$ cat config.mk
export PLATFORM = sky130hd
export DESIGN_NAME = led_matrix_clock_renderer_unit
export DESIGN_NICKNAME = d
export VERILOG_FILES = /design/src/design/lmcr_pkg.sv /design/src/design/lmcr_row_render.sv /design/src/design/led_matrix_clock_renderer_unit.sv
export VERILOG_INCLUDE_DIRS = /design/src /design/src/design
export SDC_FILE = /design/constraint.sdc
export NUM_CORES = 1
export LEC_CHECK = 0
export BUFFER_PORTS_ARGS = -buffer_cell sky130_fd_sc_hd__buf_2
export CORE_MARGIN = 1
export CORE_UTILIZATION = 25
export DETAILED_ROUTE_END_ITERATION = 10
export PLACE_DENSITY_LB_ADDON = 0.08
export REMOVE_ABC_BUFFERS = 1
export SLEW_MARGIN = 30
export SYNTH_ARGS = -nofsm -noshare
export SYNTH_HDL_FRONTEND = slang
export SYNTH_SLANG_ARGS = --single-unit
$ cat constraint.sdc
create_clock -name clk_i -period 2.2 [get_ports clk_i]
set_input_delay 0.11 -clock clk_i [delete_from_list [all_inputs] [get_ports clk_i]]
set_output_delay 0.11 -clock clk_i [all_outputs]
set_load 0.02 [all_outputs]
$ cat src/design/led_matrix_clock_renderer_unit_macros.svh
// Assertion helpers for the renderer unit.
`ifndef LED_MATRIX_CLOCK_RENDERER_UNIT_MACROS_SVH
`define LED_MATRIX_CLOCK_RENDERER_UNIT_MACROS_SVH

// Clocked check, held off while reset is asserted
`define LMCR_ASSERT_CLK(label, clk, rst_n, prop, msg) \
  label: assert property (@(posedge clk) disable iff (!rst_n) prop) else $error(msg);

// Default form for this block: clk_i / rst_ni
`define LMCR_ASSERT(label, prop, msg) \
  `LMCR_ASSERT_CLK(label, clk_i, rst_ni, prop, msg)

`endif

$ cat src/design/lmcr_pkg.sv
package lmcr_pkg;

  // Frame geometry
  localparam int unsigned ROW_COUNT        = 8;
  localparam int unsigned ROW_W            = 3;
  localparam int unsigned ROW_ADDR_W       = 4;
  localparam int unsigned MODULE_COUNT_DEF = 4;
  localparam int unsigned OUT_MODULES      = 4;
  localparam int unsigned GLYPH_SLOTS      = 5;

  // Input ranges
  localparam logic [6:0] CLOCK_MAX   = 7'd99;
  localparam logic [6:0] PERCENT_MAX = 7'd100;

  // Mode codes
  localparam logic [1:0] MODE_TIME    = 2'd0;
  localparam logic [1:0] MODE_PERCENT = 2'd1;

  // Glyph codes
  localparam int unsigned GLYPH_COUNT = 12;
  typedef logic [3:0] glyph_t;
  localparam glyph_t GLYPH_ZERO    = 4'd0;
  localparam glyph_t GLYPH_ONE     = 4'd1;
  localparam glyph_t GLYPH_COLON   = 4'd10;
  localparam glyph_t GLYPH_PERCENT = 4'd11;

  // 4x8 font, row i is nibble i, column j is bit 3-j of the nibble
  localparam logic [31:0] FONT [GLYPH_COUNT] = '{
    32'h06999996, 32'h04C4444E, 32'h0691248F, 32'h06912196,
    32'h0888AF22, 32'h0F8E1196, 32'h0698E996, 32'h0F122444,
    32'h06996996, 32'h06997196, 32'h00080800, 32'h0DD264BB
  };

  typedef enum logic [1:0] {
    LAY_BLANK,
    LAY_TIME,
    LAY_PCT,
    LAY_PCT_FULL
  } layout_e;

  // One rendered request: layout plus glyph per slot
  typedef struct packed {
    layout_e                         layout;
    logic [GLYPH_SLOTS-1:0][3:0]     glyph;
  } job_t;

  typedef struct packed {
    glyph_t tens;
    glyph_t ones;
  } digits_t;

  // Split a value 0..99 into decimal digits (reciprocal multiply by 205/2048)
  function automatic digits_t split_digits(input logic [6:0] v);
    logic [14:0] prod;
    logic [3:0]  tens;
    logic [6:0]  tens_x10;
    digits_t     d;
    prod     = 15'(v) * 15'd205;
    tens     = prod[14:11];
    tens_x10 = 7'(tens) * 7'd10;
    d.tens   = tens;
    d.ones   = 4'(v - tens_x10);
    return d;
  endfunction

  // Font row nibble of a glyph, blank for unused codes
  function automatic logic [3:0] font_row(input glyph_t g, input logic [ROW_W-1:0] r);
    logic [31:0] word;
    word = 32'h0;
    if (32'(g) < GLYPH_COUNT) word = FONT[g];
    return word[4*r +: 4];
  endfunction

  // Leftmost glyph column is the nibble MSB, so flip to column order
  function automatic logic [3:0] rev4(input logic [3:0] n);
    return {n[0], n[1], n[2], n[3]};
  endfunction

endpackage

$ cat src/design/lmcr_row_render.sv
module lmcr_row_render
  import lmcr_pkg::*;
#(
  parameter int unsigned MODULE_COUNT = MODULE_COUNT_DEF
) (
  input  job_t                           job_i,
  input  logic [ROW_W-1:0]               row_i,
  output logic [OUT_MODULES-1:0][7:0]    mod_bytes_o
);

  localparam int unsigned FRAME_COLS = 8 * MODULE_COUNT;

  // Glyph origins
  localparam int unsigned X_SLOT0  = 1;
  localparam int unsigned X_SLOT1  = 6;
  localparam int unsigned X_SLOT2  = 11;
  localparam int unsigned X_COLON  = 11;
  localparam int unsigned X_MIN_T  = 13;
  localparam int unsigned X_MIN_O  = 18;
  localparam int unsigned X_PCT_W  = 16;

  // Overwrite four columns at x with one glyph row (dark pixels too)
  function automatic logic [FRAME_COLS-1:0] put_glyph(
    input logic [FRAME_COLS-1:0] row,
    input int unsigned           x,
    input glyph_t                g,
    input logic [ROW_W-1:0]      r
  );
    logic [FRAME_COLS-1:0] mask;
    logic [FRAME_COLS-1:0] bits;
    mask = {{(FRAME_COLS-4){1'b0}}, 4'hF} << x;
    bits = {{(FRAME_COLS-4){1'b0}}, rev4(font_row(g, r))} << x;
    return (row & ~mask) | bits;
  endfunction

  logic [FRAME_COLS-1:0] row_bits;

  // Compose the selected row, later glyphs win
  always_comb begin
    row_bits = '0;
    unique case (job_i.layout)
      LAY_TIME: begin
        row_bits = put_glyph(row_bits, X_SLOT0, job_i.glyph[0], row_i);
        row_bits = put_glyph(row_bits, X_SLOT1, job_i.glyph[1], row_i);
        row_bits = put_glyph(row_bits, X_COLON, job_i.glyph[2], row_i);
        row_bits = put_glyph(row_bits, X_MIN_T, job_i.glyph[3], row_i);
        row_bits = put_glyph(row_bits, X_MIN_O, job_i.glyph[4], row_i);
      end
      LAY_PCT_FULL: begin
        row_bits = put_glyph(row_bits, X_SLOT0, job_i.glyph[0], row_i);
        row_bits = put_glyph(row_bits, X_SLOT1, job_i.glyph[1], row_i);
        row_bits = put_glyph(row_bits, X_SLOT2, job_i.glyph[2], row_i);
        row_bits = put_glyph(row_bits, X_PCT_W, job_i.glyph[3], row_i);
      end
      LAY_PCT: begin
        row_bits = put_glyph(row_bits, X_SLOT0, job_i.glyph[0], row_i);
        row_bits = put_glyph(row_bits, X_SLOT1, job_i.glyph[1], row_i);
        row_bits = put_glyph(row_bits, X_SLOT2, job_i.glyph[2], row_i);
      end
      LAY_BLANK: row_bits = '0;
      default:   row_bits = '0;
    endcase
  end

  // Slice into driver bytes; absent modules read as zero
  for (genvar gm = 0; gm < OUT_MODULES; gm++) begin : g_mod
    if (gm < MODULE_COUNT) begin : g_present
      assign mod_bytes_o[gm] = row_bits[gm*8 +: 8];
    end else begin : g_absent
      assign mod_bytes_o[gm] = 8'h00;
    end
  end

endmodule

$ cat src/design/led_matrix_clock_renderer_unit.sv
// LED matrix clock renderer.
// Input channel (in_valid_i / in_stall_o): one refresh request carries mode,
// hours, minutes and brightness. Output channel (out_valid_o / out_stall_i):
// eight row frames per request, row_address 1..8 in order, with the driver
// bytes for modules 3..0 and last_row set on the eighth frame.
// Path: a taken request is registered, then each row is composed from it and
// held in the output register; rows follow in order while the receiver takes.
// Rate: one row per cycle from the single row renderer while the output is
// not stalled; the next request is taken in the cycle the eighth row is
// rendered, so frames stream without gaps.
// Stall: a stalled output frame holds; rendering pauses and in_stall_o stays
// high until the last row of the current request moves to the output.
// Reset: asynchronous, clears the request and output valid flags; no frame
// is pending after reset.
`include "led_matrix_clock_renderer_unit_macros.svh"

module led_matrix_clock_renderer_unit
  import lmcr_pkg::*;
#(
  parameter int unsigned MODULE_COUNT = MODULE_COUNT_DEF
) (
  input  logic                  clk_i,
  input  logic                  rst_ni,
  input  logic                  in_valid_i,
  output logic                  in_stall_o,
  input  logic [1:0]            mode_i,
  input  logic [6:0]            hours_i,
  input  logic [6:0]            minutes_i,
  input  logic [6:0]            brightness_i,
  output logic                  out_valid_o,
  input  logic                  out_stall_i,
  output logic [ROW_ADDR_W-1:0] row_address_o,
  output logic [7:0]            module3_byte_o,
  output logic [7:0]            module2_byte_o,
  output logic [7:0]            module1_byte_o,
  output logic [7:0]            module0_byte_o,
  output logic                  last_row_o
);

  localparam logic [ROW_W-1:0] LAST_ROW = ROW_W'(ROW_COUNT - 1);

  logic                           job_valid_q, job_valid_d;
  job_t                           job_q, job_d;
  logic [ROW_W-1:0]               row_q, row_d;
  logic                           out_valid_q, out_valid_d;
  logic [ROW_ADDR_W-1:0]          addr_q;
  logic [OUT_MODULES-1:0][7:0]    bytes_q;
  logic                           last_q;
  logic [OUT_MODULES-1:0][7:0]    row_bytes;

  logic    out_free, advance, job_done, in_take;
  logic [6:0] hr_sat, mn_sat, br_sat;
  digits_t hr_dig, mn_dig, br_dig;

  // Handshake control
  assign out_free   = !out_valid_q || !out_stall_i;
  assign advance    = job_valid_q && out_free;
  assign job_done   = advance && (row_q == LAST_ROW);
  assign in_stall_o = job_valid_q && !job_done;
  assign in_take    = in_valid_i && !in_stall_o;

  // Request decode: saturate, split digits, pick layout
  assign hr_sat = (hours_i > CLOCK_MAX)        ? CLOCK_MAX   : hours_i;
  assign mn_sat = (minutes_i > CLOCK_MAX)      ? CLOCK_MAX   : minutes_i;
  assign br_sat = (brightness_i > PERCENT_MAX) ? PERCENT_MAX : brightness_i;
  assign hr_dig = split_digits(hr_sat);
  assign mn_dig = split_digits(mn_sat);
  assign br_dig = split_digits(br_sat);

  always_comb begin
    job_d        = '0;
    job_d.layout = LAY_BLANK;
    priority if (mode_i == MODE_TIME) begin
      job_d.layout   = LAY_TIME;
      job_d.glyph[0] = hr_dig.tens;
      job_d.glyph[1] = hr_dig.ones;
      job_d.glyph[2] = GLYPH_COLON;
      job_d.glyph[3] = mn_dig.tens;
      job_d.glyph[4] = mn_dig.ones;
    end else if (mode_i == MODE_PERCENT && br_sat == PERCENT_MAX) begin
      job_d.layout   = LAY_PCT_FULL;
      job_d.glyph[0] = GLYPH_ONE;
      job_d.glyph[1] = GLYPH_ZERO;
      job_d.glyph[2] = GLYPH_ZERO;
      job_d.glyph[3] = GLYPH_PERCENT;
    end else if (mode_i == MODE_PERCENT) begin
      job_d.layout   = LAY_PCT;
      job_d.glyph[0] = br_dig.tens;
      job_d.glyph[1] = br_dig.ones;
      job_d.glyph[2] = GLYPH_PERCENT;
    end else begin
      job_d.layout = LAY_BLANK;
    end
  end

  // Request register and row counter
  always_comb begin
    job_valid_d = job_valid_q;
    row_d       = row_q;
    if (in_take) begin
      job_valid_d = 1'b1;
      row_d       = '0;
    end else if (advance) begin
      job_valid_d = !job_done;
      row_d       = row_q + ROW_W'(1);
    end
  end

  always_ff @(posedge clk_i or negedge rst_ni) begin
    if (!rst_ni) begin
      job_valid_q <= 1'b0;
      row_q       <= '0;
    end else begin
      job_valid_q <= job_valid_d;
      row_q       <= row_d;
    end
  end

  always_ff @(posedge clk_i) begin
    if (in_take) begin
      job_q <= job_d;
    end
  end

  // Row composition
  lmcr_row_render #(
    .MODULE_COUNT(MODULE_COUNT)
  ) u_row_render (
    .job_i      (job_q),
    .row_i      (row_q),
    .mod_bytes_o(row_bytes)
  );

  // Output register
  assign out_valid_d = advance || (out_valid_q && out_stall_i);

  always_ff @(posedge clk_i or negedge rst_ni) begin
    if (!rst_ni) begin
      out_valid_q <= 1'b0;
    end else begin
      out_valid_q <= out_valid_d;
    end
  end

  always_ff @(posedge clk_i) begin
    if (advance) begin
      addr_q  <= ROW_ADDR_W'(row_q) + ROW_ADDR_W'(1);
      bytes_q <= row_bytes;
      last_q  <= (row_q == LAST_ROW);
    end
  end

  assign out_valid_o    = out_valid_q;
  assign row_address_o  = addr_q;
  assign module3_byte_o = bytes_q[3];
  assign module2_byte_o = bytes_q[2];
  assign module1_byte_o = bytes_q[1];
  assign module0_byte_o = bytes_q[0];
  assign last_row_o     = last_q;

  // Checks
  `LMCR_ASSERT(a_row_seq,
    out_valid_o && !out_stall_i && !last_row_o |=>
      out_valid_o && (row_address_o == $past(row_address_o) + ROW_ADDR_W'(1)),
    "row frames of a request are not contiguous")
  `LMCR_ASSERT(a_last_flag,
    out_valid_o |-> (last_row_o == (row_address_o == ROW_ADDR_W'(ROW_COUNT))),
    "last_row does not match the eighth row address")
  `LMCR_ASSERT(a_no_overrun,
    job_valid_q && (row_q != LAST_ROW) |-> in_stall_o,
    "request accepted while rows are still pending")

endmodule

# After elaboration in Yosys (flattened, before gate mapping)
# Memory sizes are Yosys's and may differ from the RTL's.
# Index checks and enable logic that the tools add are counted.
totals:
  ff_bits: 64
  mem_bits_ro: 2560
  inputBits: 27
  output_inout_bits: 39
  wordCells: 135
  n_memories: 5
memory_table:
  columns: ["memory", "depth", "width", "rd", "rd_ports_with_merged_regs", "wr", "line_no", "text"]
  rows:
  - ["(name not given)", 16, 32, 1, 0, 0, "lmcr_pkg.sv:70", "if (32'(g) < GLYPH_COUNT) word = FONT[g];"]
  - ["(name not given)", 16, 32, 1, 0, 0, "lmcr_pkg.sv:70", null]
  - ["(name not given)", 16, 32, 1, 0, 0, "lmcr_pkg.sv:70", null]
  - ["(name not given)", 16, 32, 1, 0, 0, "lmcr_pkg.sv:70", null]
  - ["(name not given)", 16, 32, 1, 0, 0, "lmcr_pkg.sv:70", null]
op_classes:
  addsub: 5
  mul: 6
  order_cmp: 13
  n_eq_ne: 6
  shifts: 12
  n_mux: 41
  n_bitwise: 14
  n_reduce_logical: 16
ops:
  columns: ["op", "n"]
  rows:
  - ["two-way mux 32 bit", 27]
  - ["variable part select 32 x 6 -> 4 bit", 12]
  - ["one-hot mux 32 bit (4 select lines)", 1]
  - ["OR 32 x 15 -> 32 bit", 3]
  - ["multiplier 7 x 8 -> 15 bit, second input constant", 3]
  - ["OR 32 x 17 -> 32 bit", 1]
  - ["OR 32 x 20 -> 32 bit", 1]
  - ["OR 32 x 22 -> 32 bit", 1]
  - ["OR 5 x 10 -> 10 bit", 3]
  - [">= comparator 5 bit, second input constant", 5]
  - ["NOT 4 -> 5 bit", 5]
  - ["two-way mux 12 bit", 2]
  - ["greater-than comparator 7 bit, second input constant", 3]
  - ["two-way mux 7 bit", 3]
  - ["< comparator 4 bit, second input constant", 5]
  - ["two-way mux 16 bit", 1]
  - ["multiplier 4 x 3 -> 3 bit, second input constant", 3]
  - ["subtractor 4 bit", 3]
  - ["== test 7 bit, second input constant", 1]
  - ["logical AND 1 bit", 6]
  - ["two-way mux 3 bit", 2]
  - ["adder 3 x 1 -> 4 bit, second input constant", 1]
  - ["== test 2 x 1 -> 1 bit, second input constant", 2]
  - ["== test 2 bit, second input constant", 2]
  - ["other kinds (10)", 17]

# Longest topological paths before layout
# Gate-level depths: netlist of the first run.
logic_depth:
  depth_word: 12
  mapped_depth: 22

# Modules after synthesis
# From an unflattened synthesis of the first run, not the netlist that was laid out.
unflattened:
  hier_cells: 987
  hier_area_um2: 8792.2
by_module_without_submodules:
  columns: ["module", "n_inst", "cells_each", "area_per_inst_um2", "seq_area_each_um2"]
  rows:
  - ["led_matrix_clock_renderer_unit", 1, 438, 5161.2, 1836.8]
  - ["lmcr_row_render", 1, 549, 3631.0, 0.0]

# Worst setup path before layout of the first run
# OpenSTA, ideal clock, no wires.
synth_path:
  kind: "input port to flip-flop"
  from: "input hours_i[5]"
  to: "register job_q[7] in the netlist's numbering (data pin)"
  t_arrival_ns: 4.535
  required_ns: 1.929
  slack_ns: -2.606
  cell_stages: 20
  path_cell_list: "nand2_1 > and2_1 > ha_1 > ha_1 > fa_1 > inv_1 > fa_1 > inv_1 > ha_1 > and4_1 > a311o_1 > a2111o_1 > o311ai_4 > ha_1 > inv_1 > fa_1 > xnor2_1 > xnor2_1 > xnor2_1 > o22ai_1"
synth_lines:
  columns: ["item", "line_no", "text"]
  rows:
  - ["from (decl)", "led_matrix_clock_renderer_unit.sv:27", "input logic [6:0] hours_i,"]
  - ["to (signal assigned)", "led_matrix_clock_renderer_unit.sv:121", "job_q <= job_d;"]
  - ["to (decl)", "led_matrix_clock_renderer_unit.sv:43", "job_t job_q, job_d;"]

==> results of run 1 <==
## report_power, final
part | leakage, nW | internal (mW) | switching, mW | total, mW
Sequential | 0.479 | 1.34 | 0.154 | 1.50
Combinational | 4.39 | 3.28 | 3.57 | 6.85
Clock | 0.0775 | 0.460 | 0.382 | 0.842
## worst paths after layout
| kind | endpoint | start | slack, ns |
|---|---|---|---|
| worst max-delay path | job_q[7] | hours_i[3] | -2.10 |
| worst min-delay path | out_valid_o | out_stall_i | 0.04 |
| worst max register to register | module1_byte_o[6] | job_q[12] | 0.01 |
| worst min register to register | out_valid_o | job_valid_q | 0.48 |
| max in group asynchronous | row_q[1] | rst_ni | 1.91 |
| min in group asynchronous | out_valid_o | rst_ni | 0.15 |
## synthesized netlist by cell type, drive strengths merged (3+ instances only)
library cell	n	area share (%)
a2111oi	4	0.47
a211oi	14	1.4
a21boi	4	0.40
a21o	8	0.81
a21oi	74	4.9
a2bb2oi	4	0.47
a311o	4	0.53
a311oi	7	0.81
a31oi	9	0.75
a32oi	4	0.47
and2	11	0.91
buf	26	2.1
clkbuf	39	1.9
dfrtp	5	1.7
edfxtp	44	18
fa	27	7.2
ha	141	23
inv	96	4.8
mux2	3	0.45
mux2i	9	1.2
mux4	3	0.90
nand2	64	3.2
nand2b	11	0.91
nand3	14	0.93
nor2	71	3.5
nor2b	13	1.1
nor3	16	1.1
o211ai	14	1.4
o21a	4	0.40
o21ai	65	4.3
o221ai	3	0.35
o22a	4	0.47
o22ai	13	1.1
o311ai	4	0.70
o31ai	4	0.40
or2	7	0.58
or3	4	0.33
xnor2	17	2.0
xor2	5	0.58
## repair_timing
item / in CTS / in global routing
endpoints found under the setup margin: 21 / 25
pin swaps: 61 / 93
buffers inserted: 36 / 16
resized for setup: 113 / 153
hold endpoints to repair: 6 / 0
hold buffers: 2 / 0
## routing by layer
layer,global-route usage (%),vias up,routed length (um)
li1,-,3623,-
met1,19.2,3298,10600
met2,25.5,73,10900
met3,1.47,23,481
met4,3.80,4,317
met5,0,-,19
## cell type report
type                       instances  area, um^2  area share (%)
inverter                          96         369            3.33
sequential                        49        1450            13.1
clock inverter                     2        17.5           0.158
timing repair buffer             270        2120            19.2
clock buffer                       6         139            1.25
tap                              390         488            4.40
multi-input combinational        701        6500            58.6
## per-stage QoR
stage,setup WS [ns],hold WS [ns],area [um^2]
6_report,-2.10,0.0447,11100
5_1_grt,-2.25,0.0619,11100
4_1_cts,-2.15,0.0403,10300
3_5_place_dp,-2.88,-0.0666,9410
3_3_place_gp,-2.81,-0.0679,9410
2_1_floorplan,-2.62,-0.186,7270
## registers in the layout, indices dropped and copies added, names as in the netlist
| name | cells |
|---|---|
| row_q | 3 |
| row_address_o | 4 |
| module2_byte_o | 6 |
| module1_byte_o | 7 |
| last_row_o | 1 |
| module0_byte_o | 6 |
| out_valid_o | 1 |
| job_valid_q | 1 |
| job_q | 20 |
## critical path, stage by stage
cell and delay (ns):
sky130_fd_sc_hd__buf_6 0.10, sky130_fd_sc_hd__nor3_4 0.17, sky130_fd_sc_hd__nor2_2 0.05, sky130_fd_sc_hd__or2_4 0.25, sky130_fd_sc_hd__ha_4 0.29, sky130_fd_sc_hd__ha_4 0.12
sky130_fd_sc_hd__inv_2 0.03, sky130_fd_sc_hd__fa_2 0.33, sky130_fd_sc_hd__fa_1 0.50, sky130_fd_sc_hd__inv_2 0.05, sky130_fd_sc_hd__ha_4 0.21, sky130_fd_sc_hd__and3_4 0.15
sky130_fd_sc_hd__a311o_1 0.30, sky130_fd_sc_hd__a2111o_1 0.46, sky130_fd_sc_hd__o311ai_4 0.11, sky130_fd_sc_hd__ha_4 0.18, sky130_fd_sc_hd__inv_2 0.04, sky130_fd_sc_hd__fa_2 0.39
sky130_fd_sc_hd__xnor2_2 0.14, sky130_fd_sc_hd__xnor2_1 0.16, sky130_fd_sc_hd__xnor2_1 0.13, sky130_fd_sc_hd__o22ai_1 0.09
## cells by family after synthesis
family                     share of synthesized area (%)
and+or+nand+nor                                     13.5
muxes                                               2.54
other                                             0.0498
AOI/OAI and AO/OA                                   22.4
DFF                                                 19.2
buffers and inverters                               8.82
xor gates and xnor gates                            2.86
adders and majority gates                           30.6
## placed cells by master (no fill, tap or decap), types with 12 or more instances in the layout
master / Yosys / final
sky130_fd_sc_hd__buf_4: 13 / 191
sky130_fd_sc_hd__nand2_1: 64 / 56
sky130_fd_sc_hd__ha_1: 141 / 93
sky130_fd_sc_hd__a21oi_2: 0 / 12
sky130_fd_sc_hd__buf_6: 0 / 26
sky130_fd_sc_hd__conb_1: 1 / 13
sky130_fd_sc_hd__o211ai_1: 14 / 14
sky130_fd_sc_hd__edfxtp_1: 44 / 44
sky130_fd_sc_hd__a21oi_1: 74 / 61
sky130_fd_sc_hd__o21ai_0: 65 / 47
sky130_fd_sc_hd__inv_2: 0 / 23
sky130_fd_sc_hd__nor2_1: 71 / 63
sky130_fd_sc_hd__fa_1: 27 / 19
sky130_fd_sc_hd__buf_2: 9 / 41
sky130_fd_sc_hd__nand3_1: 14 / 13
sky130_fd_sc_hd__inv_1: 96 / 70
sky130_fd_sc_hd__ha_4: 0 / 38
==> impl_metrics.tcl, run 1 <==
set metrics [dict create \
    antenna_cells 0 \
    tritoncts_clock_tree "built" \
    slew_headroom_pct 65.8 \
    cap_violations 0 \
    cts.root.buffer_cell "sky130_fd_sc_hd__clkbuf_16" \
    async_reset_ff_share_pct 10.2 \
    synth_edf_count 44 \
    clock_insertion_delay_worst_skew_ns 0.31 \
    whs_path_depth 3 \
    fin_tns_setup_ns -22.07 \
    cts_bufs_inserted 5 \
    path_class "in -> reg" \
    ctsHtreeMaxLevel 2 \
    place.detailed.instances 1465 \
    postSynthRegisterBits 49 \
    total_power_mw 9.19 \
    num_rows 63 \
    netlist-cell-type-count 68 \
    crit_path_start_kind "input port" \
    crit_end_category "flip-flop" \
    fillers 3101 \
    fp.coreArea_um2 29600 \
    grt_pass1_wl_um 36400 \
    place_congestion 0.823 \
    final_critical_path_setup_slack_ns -2.10 \
    fp.dieArea_um2 30800 \
    worst-endpoint-required_ns 2.25 \
    detail_route.first_pass.iterations 4 \
    outcome "finished, violations left" \
    global_route.usage.total_pct 14.6 \
    post-route-drc-count 0 \
    finalNonFillerCells 1514 \
    rsz0062_at_grt "yes" \
    fmax_ghz 0.232 \
    number_of_buffers_added_on_ports 52 \
    initial_utilization_pct 25.4 \
    fp.dieH_um 176 \
    detail-route-antenna-nets 0 \
    cts_sinks 49 \
    yosys_warnings 0 \
    detail_route.wirelength_um 22300 \
    final_layout_size_suffix_gt1_share_pct 40.7 \
    ios 66 \
    seq_area_frac_synth_pct 19.2 \
    grt_antenna_before_repair 2 \
    worst_clock_skew_ns 0.0140 \
    finalNetCount 1318 \
    first_global_vias 7177 \
    worstPathArrival_ns 4.35 \
    synth_flop_cell "sky130_fd_sc_hd__edfxtp_1" \
    hold_path_class "in -> reg" \
    maximum_number_of_pins_on_one_net_before_global_route_repair 39 \
    period_minus_slack_ns 4.30 \
    detail_route.iter0.violations 389 \
    finalSetupViolCount 14 \
    num_vias 7021 \
    layout.core_utilization_pct 37.4 \
    hold_violation_count_in_the_final_report 0 \
    final.period_utilization_pct 196 \
    power.ir.vdd_worst_uv 389 \
    power.static_leakage_nw 4.95 \
    clk_pin_slew_worst_paths_ns 0.07 \
    avgViaCountPerCell 4.64 \
    flow.area_growth_from_synthesis_pct 47.3 \
    timing_max_transition_violations_final 0 \
    postSynthCellCount 899 \
    drt-wirelength-per-cell_um 14.7 \
    synth_area_per_cell_um2 8.38 \
    die_width_um 176 \
    max-clock-path-buffers 2 \
    tightest_slew_ns 0.512 \
    dp.final_hpwl_um 17600 \
    worstRegToRegCells 8 \
    power_density_normalized_to_cell_area_nw_per_um2 829 \
    mappedNetlistArea_um2 7530 \
    crit_fanout 2 \
    violated_checks "setup timing" \
    grt_overflow 0 \
]
(Power assumes the default switching activity.)
==> run 2: changes to the inputs <==
==> constraint.sdc (replaced) <==
create_clock -name clk_i -period 4.8 [get_ports clk_i]
set_input_delay 0.24 -clock clk_i [delete_from_list [all_inputs] [get_ports clk_i]]
set_output_delay 0.24 -clock clk_i [all_outputs]
set_load 0.02 [all_outputs]
==> run 2 against run 1 <==
Critical path depth stayed put. Critical path type unchanged. Register-to-register slack better by 2.0 ns. The flow now finishes without violations. Largest cell class unchanged. First-iteration DRC count is 4.4% lower.
==> impl_metrics.tcl, run 2 (synthesis gave the netlist of run 1 again) <==
set metrics [dict create \
    final_common_cell "sky130_fd_sc_hd__ha_1" \
    setup.worst_path.end "job_q[19]" \
    detail_route.wirelength_um 20200 \
    power_density_normalized_to_cell_area_nw_per_um2 388 \
    num_rows 63 \
    clock_insertion_delay_worst_skew_ns 0.30 \
    power.static_leakage_nw 4.06 \
    die_width_um 176 \
    detail_route.first_pass.iterations 5 \
    ios 66 \
    worst_path_max_delay_cell "sky130_fd_sc_hd__fa_1" \
    global_route.usage.total_pct 13.3 \
    grt_pass1_wl_um 33200 \
    finalSetupViolCount 0 \
    critPathMostFrequentCell "sky130_fd_sc_hd__xnor2_1" \
    first_global_vias 6399 \
    antenna_cells 0 \
    final_layout_size_suffix_gt1_share_pct 18.4 \
    num_vias 6447 \
    crit_path_start_kind "input port" \
    place_congestion 0.797 \
    detail_route.iter0.violations 372 \
    max-clock-path-buffers 2 \
    worstSetupStartpoint "minutes_i[4]" \
    fp.dieArea_um2 30800 \
    cp_slowest_stage_delay_ns 0.48 \
    drt-wirelength-per-cell_um 14.8 \
    worst-r2r-setup-slack_ns 2.04 \
    flow.area_growth_from_synthesis_pct 18.6 \
    hold_violation_count_in_the_final_report 0 \
    clk_pin_slew_worst_paths_ns 0.07 \
    fillers 3206 \
    worst-path-stages 22 \
    period_minus_slack_ns 4.56 \
    largest_register_ff_count 20 \
    worst-endpoint-required_ns 4.82 \
    worstReg2RegEnd "module2_byte_o[3]" \
    cap_violations 0 \
    tightest_slew_ns 0.983 \
    grt_overflow 0 \
    ctsHtreeMaxLevel 2 \
    hold_path_class "in -> reg" \
    cts_bufs_inserted 5 \
    initial_utilization_pct 25.4 \
    grt_antenna_before_repair 2 \
    worst_clock_skew_ns 0.0129 \
    outcome "finished, final reports clean" \
    slew_headroom_pct 34.4 \
    worstPathArrival_ns 4.58 \
    number_of_buffers_added_on_ports 52 \
    mostFrequentLayoutCells "sky130_fd_sc_hd__ha_1, sky130_fd_sc_hd__inv_1, sky130_fd_sc_hd__buf_4" \
    timing.hold.ws_ns 0.143 \
    timing_max_transition_violations_final 0 \
    crit_fanout 3 \
    worstRegToRegCells 7 \
    post-route-drc-count 0 \
    path_class "in -> reg" \
    crit_chain "buf_2 > nor3_1 > nor2_2 > or2_4 > ha_4 > ha_1 > inv_1 > fa_1 > fa_1 > inv_1 > ha_1 > or3_1 > a31o_2 > a211oi_2 > xnor2_1 > ha_2 > inv_1 > fa_1 > xnor2_1 > xnor2_1 > xnor2_1 > nor2_1" \
    dp.final_hpwl_um 15900 \
    tritoncts_clock_tree "built" \
    avgViaCountPerCell 4.71 \
    max_flop_register "job_q" \
    fmax_ghz 0.220 \
    crit_path_max_delay_family "adder cells" \
    finalNetCount 1174 \
    fp.dieH_um 176 \
    worstPathBufferInverterCount 4 \
    cts.root.buffer_cell "sky130_fd_sc_hd__clkbuf_16" \
    fp.coreArea_um2 29600 \
    place.detailed.instances 1359 \
    maximum_number_of_pins_on_one_net_before_global_route_repair 42 \
    finalNonFillerCells 1370 \
    crit_end_category "flip-flop" \
    final.period_utilization_pct 94.9 \
    r2r_start "row_q[0]" \
    cts_sinks 49 \
    detail-route-antenna-nets 0 \
    power.ir.vdd_worst_uv 173 \
]
[run 2: cell types whose count changed in the layout (fill, tap and decap cells not counted), sizes merged]
cell / before / now
clkbuf: 7 / 6
bufinv: 0 / 1
dlygate4sd3: 2 / 1
buf: 267 / 125
clkinvlp: 1 / 0
[run 2: repair_timing]
| item | in CTS | in global routing |
|---|---|---|
| hold buffers | 1 | 0 |
| pin swaps | 5 | 18 |
| hold endpoints to repair | 5 | 0 |
| buffers inserted | 0 | 2 |
| gates resized for setup | 4 | 31 |
| endpoints found under the setup margin | 1 | 2 |
[run 2: stage by stage]
stage | setup slack [ns] | TNS (ns) | power (mW) | utilization [%] | cell area, um^2
floorplan | -0.146 | -0.146 | 2.28 | - | 7270
global placement | -0.373 | -0.649 | 3.07 | 28.9 | 8550
detailed placement | -0.423 | -0.770 | 3.04 | 28.9 | 8550
CTS | 0.000172 | 0 | 3.48 | 29.5 | 8740
global route | -0.0173 | -0.0207 | 3.84 | 30.1 | 8930
finish | 0.245 | 0 | 3.47 | 30.1 | 8930
[run 2: how the worst min path moves through the flow]
stage                     slack, ns       start  cells past startpoint     endpoint
final                          0.14  in_valid_i                      2  job_valid_q
after floorplan               -0.06      rst_ni                      0  job_valid_q
after global routing           0.15  in_valid_i                      2  job_valid_q
after detailed placement       0.06      rst_ni                      1  out_valid_o
after global placement         0.06      rst_ni                      1  out_valid_o
after CTS                      0.14  in_valid_i                      2  job_valid_q
[run 2: final cells by class]
type	count	area, um^2	share of cell area [%]
clock buffer	6	129	1.44
sequential	49	1450	16.2
tap	390	488	5.46
multi-input combinational	701	5650	63.3
clock inverter	2	35.0	0.392
inverter	96	360	4.03
timing repair buffer	126	818	9.16
[run 2: metal layers]
layer  global-route usage (%)  up-vias  share of wire (%)
li1                         -     3340                  -
met1                     18.1     2997                 49
met2                     22.8       89                 47
met3                     1.45       17                2.5
met4                     2.75        4                1.0
met5                        0        -               0.11
[run 2: where the power goes]
| group | internal, mW | switching [mW] |
|---|---|---|
| clock | 0.246 | 0.164 |
| sequential | 0.615 | 0.158 |
| combinational | 1.00 | 1.28 |
| total | 1.86 | 1.60 |
